--- src/design/utf8_terminal_cell_mapper_defines.svh ---
// Assertion macros for the cell mapper.
`ifndef UTF8_TERMINAL_CELL_MAPPER_DEFINES_SVH
`define UTF8_TERMINAL_CELL_MAPPER_DEFINES_SVH
// Check that a condition implies a consequence in the next cycle.
`define ASSERT_NEXT(label, clk, rst, cond, conseq) \
  label: assert property (@(posedge clk) disable iff (rst) (cond) |=> (conseq)) \
    else $error("assertion failed");
// Check that a condition always holds.
`define ASSERT_ALWAYS(label, clk, rst, cond) \
  label: assert property (@(posedge clk) disable iff (rst) (cond)) \
    else $error("assertion failed");
`endif

--- src/design/u8tcm_pkg.sv ---
package u8tcm_pkg;
  localparam int TabWidth = 8;
  localparam int PhaseW = $clog2(TabWidth) > 0 ? $clog2(TabWidth) : 1;
  localparam logic [23:0] PosMax = 24'hFFFFFF;
  localparam int QDepth = 4;

  typedef enum logic [2:0] {
    ST_IDLE, ST_BADQ, ST_BADRAW, ST_GLYPH, ST_TAB
  } st_t;

  typedef enum logic [1:0] {
    GK_DROP, GK_TAB, GK_UNSAFE, GK_PLAIN
  } kind_t;

  // Work item passed from front to back: one byte plus context.
  typedef struct packed {
    logic [7:0] data;
    logic first;
    logic last;
    logic [15:0] scol;
    logic [23:0] spos;
  } item_t;

  typedef struct packed {
    logic [31:0] bytes;
    logic [2:0] len;
    logic [23:0] s;
    logic [23:0] e;
    logic last;
  } cell_t;

  function automatic logic [23:0] sat_add(logic [23:0] p, logic [2:0] n);
    logic [24:0] r;
    r = {1'b0, p} + {22'd0, n};
    return r[24] ? PosMax : r[23:0];
  endfunction

  function automatic logic [2:0] seq_length(logic [7:0] b);
    if (!b[7]) return 3'd1;
    if (b[7:5] == 3'b110) return 3'd2;
    if (b[7:4] == 4'b1110) return 3'd3;
    if (b[7:3] == 5'b11110) return 3'd4;
    return 3'd1;
  endfunction

  function automatic logic is_cont(logic [7:0] b);
    return b[7:6] == 2'b10;
  endfunction

  function automatic logic in_rng(logic [20:0] c, logic [20:0] lo, logic [20:0] hi);
    return c >= lo && c <= hi;
  endfunction

  function automatic logic is_unsafe(logic [20:0] c);
    logic u;
    u = (c < 21'h20) || (c == 21'h7F);
    u |= in_rng(c, 21'h0300, 21'h036F) | in_rng(c, 21'h1AB0, 21'h1AFF);
    u |= in_rng(c, 21'h1DC0, 21'h1DFF) | in_rng(c, 21'h20D0, 21'h20FF);
    u |= in_rng(c, 21'hFE20, 21'hFE2F) | in_rng(c, 21'h200B, 21'h200F);
    u |= in_rng(c, 21'h202A, 21'h202E) | in_rng(c, 21'h2060, 21'h206F);
    u |= in_rng(c, 21'hFE00, 21'hFE0F) | in_rng(c, 21'hE0100, 21'hE01EF);
    u |= in_rng(c, 21'h1100, 21'h115F) | in_rng(c, 21'h2329, 21'h232A);
    u |= in_rng(c, 21'h2E80, 21'hA4CF) | in_rng(c, 21'hAC00, 21'hD7A3);
    u |= in_rng(c, 21'hF900, 21'hFAFF) | in_rng(c, 21'hFE10, 21'hFE19);
    u |= in_rng(c, 21'hFE30, 21'hFE6F) | in_rng(c, 21'hFF00, 21'hFF60);
    u |= in_rng(c, 21'hFFE0, 21'hFFE6) | in_rng(c, 21'h1F000, 21'h1FAFF);
    u |= in_rng(c, 21'h20000, 21'h3FFFD);
    return u;
  endfunction

  function automatic logic [20:0] decode_bits(logic [31:0] w, logic [2:0] n);
    case (n)
      3'd2: return {10'd0, w[4:0], w[13:8]};
      3'd3: return {5'd0, w[3:0], w[13:8], w[21:16]};
      3'd4: return {w[2:0], w[13:8], w[21:16], w[29:24]};
      default: return {13'd0, w[7:0]};
    endcase
  endfunction
endpackage

--- src/design/u8tcm_if.sv ---
interface u8tcm_in_if;
  logic valid;
  logic ready;
  logic [7:0] data_byte;
  logic first_of_text;
  logic last_of_text;
  logic signed [15:0] start_column;
  logic [23:0] source_start;
  modport source(output valid, data_byte, first_of_text, last_of_text, start_column,
                 source_start, input ready);
  modport sink(input valid, data_byte, first_of_text, last_of_text, start_column,
               source_start, output ready);
endinterface

interface u8tcm_out_if;
  logic valid;
  logic ready;
  logic [31:0] cell_bytes;
  logic [2:0] cell_length;
  logic [23:0] cell_source_start;
  logic [23:0] cell_source_end;
  logic last_of_run;
  modport source(output valid, cell_bytes, cell_length, cell_source_start,
                 cell_source_end, last_of_run, input ready);
  modport sink(input valid, cell_bytes, cell_length, cell_source_start,
               cell_source_end, last_of_run, output ready);
endinterface

--- src/design/u8tcm_front.sv ---
module u8tcm_front
  import u8tcm_pkg::*;
(
  input  logic clk,
  input  logic rst,
  u8tcm_in_if.sink in_ch,
  output logic q_valid,
  input  logic q_ready,
  output item_t q_item
);
  localparam int QW = $clog2(QDepth);
  item_t mem [QDepth];
  logic [QW-1:0] wp, rp;
  logic [QW:0] cnt;
  logic push, pop;

  assign in_ch.ready = cnt != (QW+1)'(QDepth);
  assign push = in_ch.valid && in_ch.ready;
  assign pop = q_valid && q_ready;
  assign q_valid = cnt != '0;
  assign q_item = mem[rp];

  always_ff @(posedge clk) begin
    if (rst) begin
      wp <= '0;
      rp <= '0;
      cnt <= '0;
    end else begin
      if (push) wp <= wp + 1'b1;
      if (pop) rp <= rp + 1'b1;
      cnt <= cnt + (QW+1)'(push) - (QW+1)'(pop);
    end
    if (push) begin
      mem[wp] <= '{in_ch.data_byte, in_ch.first_of_text, in_ch.last_of_text,
                   in_ch.start_column, in_ch.source_start};
    end
  end
endmodule

--- src/design/u8tcm_back.sv ---
`include "utf8_terminal_cell_mapper_defines.svh"
module u8tcm_back
  import u8tcm_pkg::*;
(
  input  logic clk,
  input  logic rst,
  input  logic q_valid,
  output logic q_ready,
  input  item_t q_item,
  u8tcm_out_if.source out_ch
);
  st_t st, st_next, tail_st, tail_st_next;
  logic [31:0] pend, pend_next;
  logic [2:0] pcnt, pcnt_next;
  logic [PhaseW-1:0] phase, phase_first, ph_inc;
  logic [23:0] lpos, lpos_next;
  logic [2:0] j;
  logic [2:0] bad_c;
  logic [23:0] bad_lp;
  logic [31:0] bad_w;
  logic tail, tail_next;
  kind_t gk, gk_next;
  logic [31:0] gw, gw_next;
  logic [2:0] gn, gn_next;
  logic [23:0] gs, gs_next;
  logic ovalid;
  cell_t ocell, ecell;
  logic emit, accept, out_free;

  logic [7:0] b;
  logic [2:0] need;
  logic [23:0] lp0, fresh_pos;
  logic [2:0] pc0;
  logic [15:0] col;
  logic bad_next, do_fresh, gv;
  logic [7:0] raw_b;
  logic [23:0] raw_s;

  function automatic kind_t gkind(logic [31:0] w, logic [2:0] n);
    logic [20:0] cp;
    cp = decode_bits(w, n);
    if (cp == 21'h0D) return GK_DROP;
    if (cp == 21'h09) return GK_TAB;
    if (is_unsafe(cp)) return GK_UNSAFE;
    return GK_PLAIN;
  endfunction

  function automatic logic [31:0] mask_w(logic [31:0] w, logic [2:0] n);
    case (n)
      3'd1: return {24'd0, w[7:0]};
      3'd2: return {16'd0, w[15:0]};
      3'd3: return {8'd0, w[23:0]};
      default: return w;
    endcase
  endfunction

  assign out_free = !ovalid || out_ch.ready;
  assign accept = q_valid && q_ready;

  assign out_ch.valid = ovalid;
  assign out_ch.cell_bytes = ocell.bytes;
  assign out_ch.cell_length = ocell.len;
  assign out_ch.cell_source_start = ocell.s;
  assign out_ch.cell_source_end = ocell.e;
  assign out_ch.last_of_run = ocell.last;

  always_comb begin
    ph_inc = (phase == PhaseW'(TabWidth - 1)) ? '0 : phase + 1'b1;
  end

  always_comb begin
    case (j)
      3'd1: raw_b = bad_w[15:8];
      3'd2: raw_b = bad_w[23:16];
      default: raw_b = bad_w[31:24];
    endcase
    raw_s = sat_add(bad_lp, j);
  end

  // Work out everything one byte does when it is taken from the queue
  always_comb begin
    b = q_item.data;
    col = q_item.scol[15] ? 16'd0 : q_item.scol;
    phase_first = PhaseW'(col % TabWidth);
    pc0 = q_item.first ? 3'd0 : pcnt;
    lp0 = q_item.first ? q_item.spos : lpos;
    need = seq_length(pend[7:0]);
    pend_next = pend;
    pcnt_next = pc0;
    lpos_next = lp0;
    bad_next = 1'b0;
    fresh_pos = lp0;
    do_fresh = 1'b0;
    gv = 1'b0;
    gw_next = {24'd0, b};
    gn_next = 3'd1;
    gs_next = lp0;
    if (pc0 == 3'd0) begin
      do_fresh = 1'b1;
    end else if (is_cont(b)) begin
      case (pc0)
        3'd1: pend_next[15:8] = b;
        3'd2: pend_next[23:16] = b;
        default: pend_next[31:24] = b;
      endcase
      if (pc0 + 3'd1 >= need) begin
        gv = 1'b1;
        gw_next = pend_next;
        gn_next = need;
        gs_next = lp0;
        lpos_next = sat_add(lp0, need);
        pcnt_next = 3'd0;
      end else begin
        pcnt_next = pc0 + 3'd1;
      end
    end else begin
      bad_next = 1'b1;
      fresh_pos = sat_add(lp0, pc0);
      do_fresh = 1'b1;
    end
    if (do_fresh) begin
      if (seq_length(b) == 3'd1) begin
        gv = 1'b1;
        gw_next = {24'd0, b};
        gn_next = 3'd1;
        gs_next = fresh_pos;
        lpos_next = sat_add(fresh_pos, 3'd1);
        pcnt_next = 3'd0;
      end else begin
        pend_next = {24'd0, b};
        pcnt_next = 3'd1;
        lpos_next = fresh_pos;
      end
    end
    if (q_item.last && pcnt_next != 3'd0) begin
      gv = 1'b1;
      gw_next = pend_next;
      gn_next = pcnt_next;
      gs_next = lpos_next;
      lpos_next = sat_add(lpos_next, pcnt_next);
      pcnt_next = 3'd0;
    end
    gk_next = gkind(gw_next, gn_next);
    tail_next = gv && (gk_next != GK_DROP);
  end

  assign tail_st = !tail ? ST_IDLE : ((gk == GK_TAB) ? ST_TAB : ST_GLYPH);
  assign tail_st_next = !tail_next ? ST_IDLE : ((gk_next == GK_TAB) ? ST_TAB : ST_GLYPH);

  always_comb begin
    st_next = st;
    unique case (st)
      ST_IDLE: if (q_valid) st_next = bad_next ? ST_BADQ : tail_st_next;
      ST_BADQ: if (out_free) st_next = (bad_c > 3'd1) ? ST_BADRAW : tail_st;
      ST_BADRAW: if (out_free && j == bad_c - 3'd1) st_next = tail_st;
      ST_GLYPH: if (out_free) st_next = ST_IDLE;
      ST_TAB: if (out_free && ph_inc == '0) st_next = ST_IDLE;
      default: st_next = ST_IDLE;
    endcase
  end

  always_comb begin
    q_ready = 1'b0;
    emit = 1'b0;
    ecell = '0;
    unique case (st)
      ST_IDLE: q_ready = 1'b1;
      ST_BADQ: begin
        emit = out_free;
        ecell = '{32'h3F, 3'd1, bad_lp, sat_add(bad_lp, 3'd1), !tail && bad_c == 3'd1};
      end
      ST_BADRAW: begin
        emit = out_free;
        ecell = '{{24'd0, raw_b}, 3'd1, raw_s, sat_add(raw_s, 3'd1),
                  !tail && j == bad_c - 3'd1};
      end
      ST_GLYPH: begin
        emit = out_free;
        ecell = '{(gk == GK_UNSAFE) ? 32'h3F : mask_w(gw, gn),
                  (gk == GK_UNSAFE) ? 3'd1 : gn, gs, sat_add(gs, gn), 1'b1};
      end
      ST_TAB: begin
        emit = out_free;
        ecell = '{32'h20, 3'd1, gs, sat_add(gs, gn), ph_inc == '0};
      end
      default: ;
    endcase
  end

  always_ff @(posedge clk) begin
    if (rst) begin
      st <= ST_IDLE;
      pend <= '0;
      pcnt <= '0;
      phase <= '0;
      lpos <= '0;
      ovalid <= 1'b0;
      ocell <= '0;
      j <= '0;
      bad_c <= '0;
      bad_lp <= '0;
      bad_w <= '0;
      tail <= 1'b0;
      gk <= GK_DROP;
      gw <= '0;
      gn <= '0;
      gs <= '0;
    end else begin
      st <= st_next;
      if (emit) begin
        ocell <= ecell;
        ovalid <= 1'b1;
      end else if (out_ch.ready) begin
        ovalid <= 1'b0;
      end
      if (accept) begin
        pend <= pend_next;
        pcnt <= pcnt_next;
        lpos <= lpos_next;
        if (q_item.first) phase <= phase_first;
        bad_c <= pc0;
        bad_lp <= lp0;
        bad_w <= pend;
        tail <= tail_next;
        gk <= gk_next;
        gw <= gw_next;
        gn <= gn_next;
        gs <= gs_next;
        j <= 3'd1;
      end else if (emit) begin
        phase <= ph_inc;
        if (st == ST_BADRAW) j <= j + 3'd1;
      end
    end
  end

  `ASSERT_ALWAYS(a_pcnt_range, clk, rst, pcnt <= 3'd4)
  `ASSERT_NEXT(a_hold_out, clk, rst, ovalid && !out_ch.ready, ovalid)
  `ASSERT_NEXT(a_hold_cell, clk, rst, ovalid && !out_ch.ready, $stable(ocell))
  `ASSERT_ALWAYS(a_len_range, clk, rst, !ovalid || (ocell.len != 3'd0 && ocell.len <= 3'd4))
endmodule

--- src/design/utf8_terminal_cell_mapper.sv ---
// UTF-8 terminal cell mapper.
// Channel in_ch carries text bytes with first/last markers; the column and
// source position are loaded on the first byte of a text.
// Channel out_ch carries terminal cells: bytes, length, source span, and a
// flag on the final cell produced by an input byte.
// A four-entry queue decouples byte intake from cell generation.
// The back end takes a queued byte only while idle, then emits its cells in
// turn: a plain byte one cell, a held lead or continuation byte or a carriage
// return none, a tab one space per column up to the next tab stop, a bad
// continuation a '?' and one raw cell per further held byte, then the new
// byte's cells. Each cell is presented from the registered output stage.
// The output register holds a cell while out_ch.ready is low and the back end
// stalls behind it; the queue keeps taking bytes until four are waiting.
// Reset empties the queue, drops any open sequence and clears the column
// phase and source position to zero.
// An input byte that yields no cell produces no output transaction.
module utf8_terminal_cell_mapper
  import u8tcm_pkg::*;
(
  input logic clk,
  input logic rst,
  u8tcm_in_if.sink in_ch,
  u8tcm_out_if.source out_ch
);
  logic q_valid, q_ready;
  item_t q_item;

  u8tcm_front u_front (
    .clk(clk), .rst(rst), .in_ch(in_ch),
    .q_valid(q_valid), .q_ready(q_ready), .q_item(q_item)
  );

  u8tcm_back u_back (
    .clk(clk), .rst(rst),
    .q_valid(q_valid), .q_ready(q_ready), .q_item(q_item), .out_ch(out_ch)
  );
endmodule
--- src/flat_wrapper.sv ---
// flat-port wrapper written by rule: the top's interface ports become plain ports
module utf8_terminal_cell_mapper_flat import u8tcm_pkg::*;
  (clk, rst, in_ch_valid, in_ch_data_byte, in_ch_first_of_text, in_ch_last_of_text, in_ch_start_column, in_ch_source_start, in_ch_ready, out_ch_valid, out_ch_cell_bytes, out_ch_cell_length, out_ch_cell_source_start, out_ch_cell_source_end, out_ch_last_of_run, out_ch_ready);
  u8tcm_in_if in_ch_i ();
  u8tcm_out_if out_ch_i ();
  input logic clk;
  input logic rst;
  input wire logic [$bits(in_ch_i.valid)-1:0] in_ch_valid;
  input wire logic [$bits(in_ch_i.data_byte)-1:0] in_ch_data_byte;
  input wire logic [$bits(in_ch_i.first_of_text)-1:0] in_ch_first_of_text;
  input wire logic [$bits(in_ch_i.last_of_text)-1:0] in_ch_last_of_text;
  input wire logic [$bits(in_ch_i.start_column)-1:0] in_ch_start_column;
  input wire logic [$bits(in_ch_i.source_start)-1:0] in_ch_source_start;
  output wire logic [$bits(in_ch_i.ready)-1:0] in_ch_ready;
  output wire logic [$bits(out_ch_i.valid)-1:0] out_ch_valid;
  output wire logic [$bits(out_ch_i.cell_bytes)-1:0] out_ch_cell_bytes;
  output wire logic [$bits(out_ch_i.cell_length)-1:0] out_ch_cell_length;
  output wire logic [$bits(out_ch_i.cell_source_start)-1:0] out_ch_cell_source_start;
  output wire logic [$bits(out_ch_i.cell_source_end)-1:0] out_ch_cell_source_end;
  output wire logic [$bits(out_ch_i.last_of_run)-1:0] out_ch_last_of_run;
  input wire logic [$bits(out_ch_i.ready)-1:0] out_ch_ready;
  assign in_ch_i.valid = in_ch_valid;
  assign in_ch_i.data_byte = in_ch_data_byte;
  assign in_ch_i.first_of_text = in_ch_first_of_text;
  assign in_ch_i.last_of_text = in_ch_last_of_text;
  assign in_ch_i.start_column = in_ch_start_column;
  assign in_ch_i.source_start = in_ch_source_start;
  assign in_ch_ready = in_ch_i.ready;
  assign out_ch_valid = out_ch_i.valid;
  assign out_ch_cell_bytes = out_ch_i.cell_bytes;
  assign out_ch_cell_length = out_ch_i.cell_length;
  assign out_ch_cell_source_start = out_ch_i.cell_source_start;
  assign out_ch_cell_source_end = out_ch_i.cell_source_end;
  assign out_ch_last_of_run = out_ch_i.last_of_run;
  assign out_ch_i.ready = out_ch_ready;
  utf8_terminal_cell_mapper u_core (.clk(clk), .rst(rst), .in_ch(in_ch_i), .out_ch(out_ch_i));
endmodule
--- config.mk ---
export PLATFORM = sky130hd
export DESIGN_NAME = utf8_terminal_cell_mapper_flat
export DESIGN_NICKNAME = d
export VERILOG_FILES = /design/src/design/u8tcm_pkg.sv /design/src/design/u8tcm_if.sv /design/src/design/u8tcm_front.sv /design/src/design/u8tcm_back.sv /design/src/design/utf8_terminal_cell_mapper.sv /design/src/flat_wrapper.sv
export VERILOG_INCLUDE_DIRS = /design/src /design/src/design
export SDC_FILE = /design/constraint.sdc
export NUM_CORES = 1
export LEC_CHECK = 0
export ABC_CLOCK_PERIOD_IN_PS = 9600
export BUFFER_PORTS_ARGS = -buffer_cell sky130_fd_sc_hd__buf_2
export CAP_MARGIN = 30
export CORE_MARGIN = 2
export CORE_UTILIZATION = 62
export CTS_CLUSTER_DIAMETER = 60
export DETAILED_ROUTE_END_ITERATION = 6
export GPL_TIMING_DRIVEN = 1
export PLACE_DENSITY = 0.81
export SLEW_MARGIN = 20
export SYNTH_ARGS = -nofsm -noshare
export SYNTH_HDL_FRONTEND = slang
export SYNTH_SLANG_ARGS = --single-unit
--- constraint.sdc ---
create_clock -name clk -period 9.6 [get_ports clk]
set_input_delay 0.48 -clock clk [delete_from_list [all_inputs] [get_ports clk]]
set_output_delay 0.48 -clock clk [all_outputs]
set_load 0.05 [all_outputs]
==> run metrics <==
first-pass GRT wire length 133500 um; crit path DAT 9450 ps; Crit-path slowest cell dfxtp_2; Final setup viols 0; ratio of cells with drive above 1 in the final layout 12.74%; Slew Viols, Final 0; synthesized instance count 2993; CTS sink cnt 427; Ys Warns 0; net count after synthesis 3085; fmax 0.1109 GHz; largest net degree at the start of global routing 127; Die ar. 0.04316 sq mm; layout filler cell count 3065; PD cells 344.8 mW/mm^2; post-synth top area share 21.39%; # rows 74; sequential area share after synthesis 39.12%; FFs w/ async S/R, synth 0%; HP Class input pin to flop; Final Hold Fails 0; fin crit share 93.94%; Mean Syn Cell Area 8.600 sq um; clock latency on the worst-skew pair 590 ps; WHS 122.1 ps; Pleak 9.827 nW; outcome finished, violations left; DRT antenna net count 0; crit end category flop; initial antenna violation count 0; TritonCTS clock tree done; clock tree root driver cell clkbuf_16; Avg WL per Cell 24.34 um; synth top area cells dfxtp_1 (21%), edfxtp_1 (18%), nor2_1 (5.9%), nand2_1 (4.4%), a21oi_1 (4.4%); Die Ht 207.8 um; GRT Total Usage 38.75%; Inserted Diodes 0; crit-path max cell delay 620 ps; number of global-route vias before repair 23420; Worst-path clk slew 70 ps; IO Port Bufs 127; Critical Path Start Type flop; P&R area growth vs syn 10.49%; DRC violations left 11; Setup CP Type flop to flop; postcts setup bufs 0; Final WS setup 581.5 ps; Synth Cell Area 0.02574 sq mm; Starting Density 62.90%; Post-synth EDFFs 152; Power Total 9.805 mW; Max-cap violations 0; clk_skew 37.53 ps; Max Buffers Root-to-Sink 3; vias per cell 7.003; Die X 207.8 um; Synth Register Bits 427; Max VDD drop 0.2372 mV; crit-path max FO 31; gpl congestion 0.9880; total number of vias 25170; relative slew slack 28.65%; Slew @ Worst Pin 1059 ps; Top Ports 140; largest area contributor in the netlist dfxtp_1; Synth cell types 99; detailed placer's ending HPWL 61140 um; WP data required 10040 ps; pre-CTS WS 1302 ps; DRT Pass-1 Iters 7; Final Critical Period 9019 ps; final WL 87480 um; DR iter-0 viols 4186; CTS Buf Count 45; failing checks design-rule violations; Setup TNS Final 0 ps; H-tree depth 2; CTS resizes 0; hold_buf cts 0; Core ar. 0.04092 sq mm; RSZ-0062 raised after global routing false; GR Overflow Total 0; Synth Flop Type dfxtp_1; layout net count 3117
[layer usage]
layer  vias up  GRT usage, %  share of wire, %
met5         -             0                 0
met4         0         13.89               3.7
met3       290         9.123                13
met2      1771         56.97                43
met1     11820         55.82                41
li1      11290             -                 -
[cell type report]
cell class                      instances  area [sq um]  area share, %
Clock buffer                           58          1195          4.201
Clock inverter                         26         409.1          1.439
Inverter                               37         143.9         0.5059
Multi-Input combinational cell       2313         14700          51.67
Sequential cell                       427         10070          35.41
Tap cell                              532         665.6          2.340
Timing Repair Buffer                  201          1259          4.426
[sequential cells by signal, indices dropped and copies added, names as in the netlist, 2 cells and up, named ones only]
register,flops
u_core.u_back.out_ch.cell_source_start,24
u_core.u_back.lpos,24
u_core.u_back.out_ch.cell_length,3
u_core.u_back.gn,3
u_core.u_back.bad_c,3
u_core.u_front.mem,152
u_core.u_back.st,3
u_core.u_front.cnt,3
u_core.u_back.bad_lp,24
u_core.u_front.wp,2
u_core.u_back.j,3
u_core.u_back.pcnt,3
u_core.u_back.out_ch.cell_source_end,24
u_core.u_back.gw,32
u_core.u_back.bad_w,24
u_core.u_back.out_ch.cell_bytes,32
u_core.u_back.gk,2
u_core.u_back.phase,3
u_core.u_back.pend,32
u_core.u_back.gs,24
u_core.u_front.rp,2
[synthesized netlist by cell type (all sizes together) (59+ instances only)]
master / instances
a21oi: 229
o21ai: 108
xnor2: 74
nand2: 303
nor2: 404
clkbuf: 181
nor3: 117
a211oi: 132
xor2: 59
edfxtp: 152
nand3: 88
dfxtp: 275
[critical path: cells and delay by family (launching register included)]
| kind | cells | cell delay (ps) |
|---|---|---|
| AND/OR/NAND/NOR | 13 | 3870 |
| AO/OA/AOI/OAI | 10 | 2410 |
| buffers and inverters | 5 | 940 |
| adder cells (fa/ha/maj) | 3 | 630 |
| flip-flops | 1 | 620 |
| multiplexers | 1 | 420 |
[power by group]
part,leakage (nW),switching [mW],internal [mW],total (mW)
Sequential,3.65,0.517,2.35,2.87
Clock,0.779,0.756,1.12,1.87
Combinational,5.40,3.46,1.60,5.06
Total,9.83,4.74,5.07,9.81
[path summary, 6_finish.rpt]
| path | startpoint | end | slack, ps | cells past startpoint |
|---|---|---|---|---|
| max | flop | u_core.u_back.lpos[9]$_SDFFE_PP0P_ | 580 | 32 |
| min | in_ch_source_start[4] | u_core.u_front.mem[0][4]$_DFFE_PP_ | 120 | 1 |
| max reg2reg | flop | u_core.u_back.lpos[9]$_SDFFE_PP0P_ | 580 | 32 |
| min reg2reg | u_core.u_back.bad_w[11]$_SDFFE_PP0P_ | u_core.u_back.bad_w[11]$_SDFFE_PP0P_ | 460 | 2 |
[logic make-up (layout without fill, tap and decap cells)]
kind of cell / count (synthesis) / in the layout / share of synthesized area [%]
and+or+nand+nor: 1210 / 1210 / 22.46
AOI/OAI and AO/OA: 837 / 837 / 22.17
DFF: 427 / 427 / 39.12
buffers and inverters: 253 / 322 / 4.112
xor gates and xnor gates: 133 / 133 / 4.525
muxes: 95 / 95 / 5.624
adders and majority gates: 38 / 38 / 1.993
[cell usage in the layout (no fill, tap or decap), types with 14 or more instances in the layout]
master / count
and3_1: 28
nand3_1: 87
nand2_1: 302
o211ai_1: 30
nor2_1: 401
a21o_1: 22
a22o_1: 14
mux4_2: 38
clkbuf_16: 45
nand4_1: 35
and2_1: 31
a211oi_1: 131
nand2b_1: 31
a22oi_1: 45
xnor2_1: 74
inv_1: 36
a31oi_1: 30
xor2_1: 59
edfxtp_1: 152
buf_2: 128
o22ai_1: 26
ha_1: 33
mux2i_1: 43
a222oi_1: 18
nor2b_1: 16
a21oi_1: 226
dfxtp_1: 273
buf_4: 63
a311oi_1: 38
nor3_1: 111
or3_1: 17
nor4_1: 41
o21ai_0: 104
or2_2: 16
[stage by stage]
stage,util [%],std cells,instance area [sq um]
finish,69.50,3594,28440
detailed placement,65.20,3498,26680
CTS,69.11,3582,28280
global placement,65.18,3497,26680
floorplan,-,2993,25740
global route,69.50,3594,28440
Note: power is estimated with default switching activity, not from simulation.
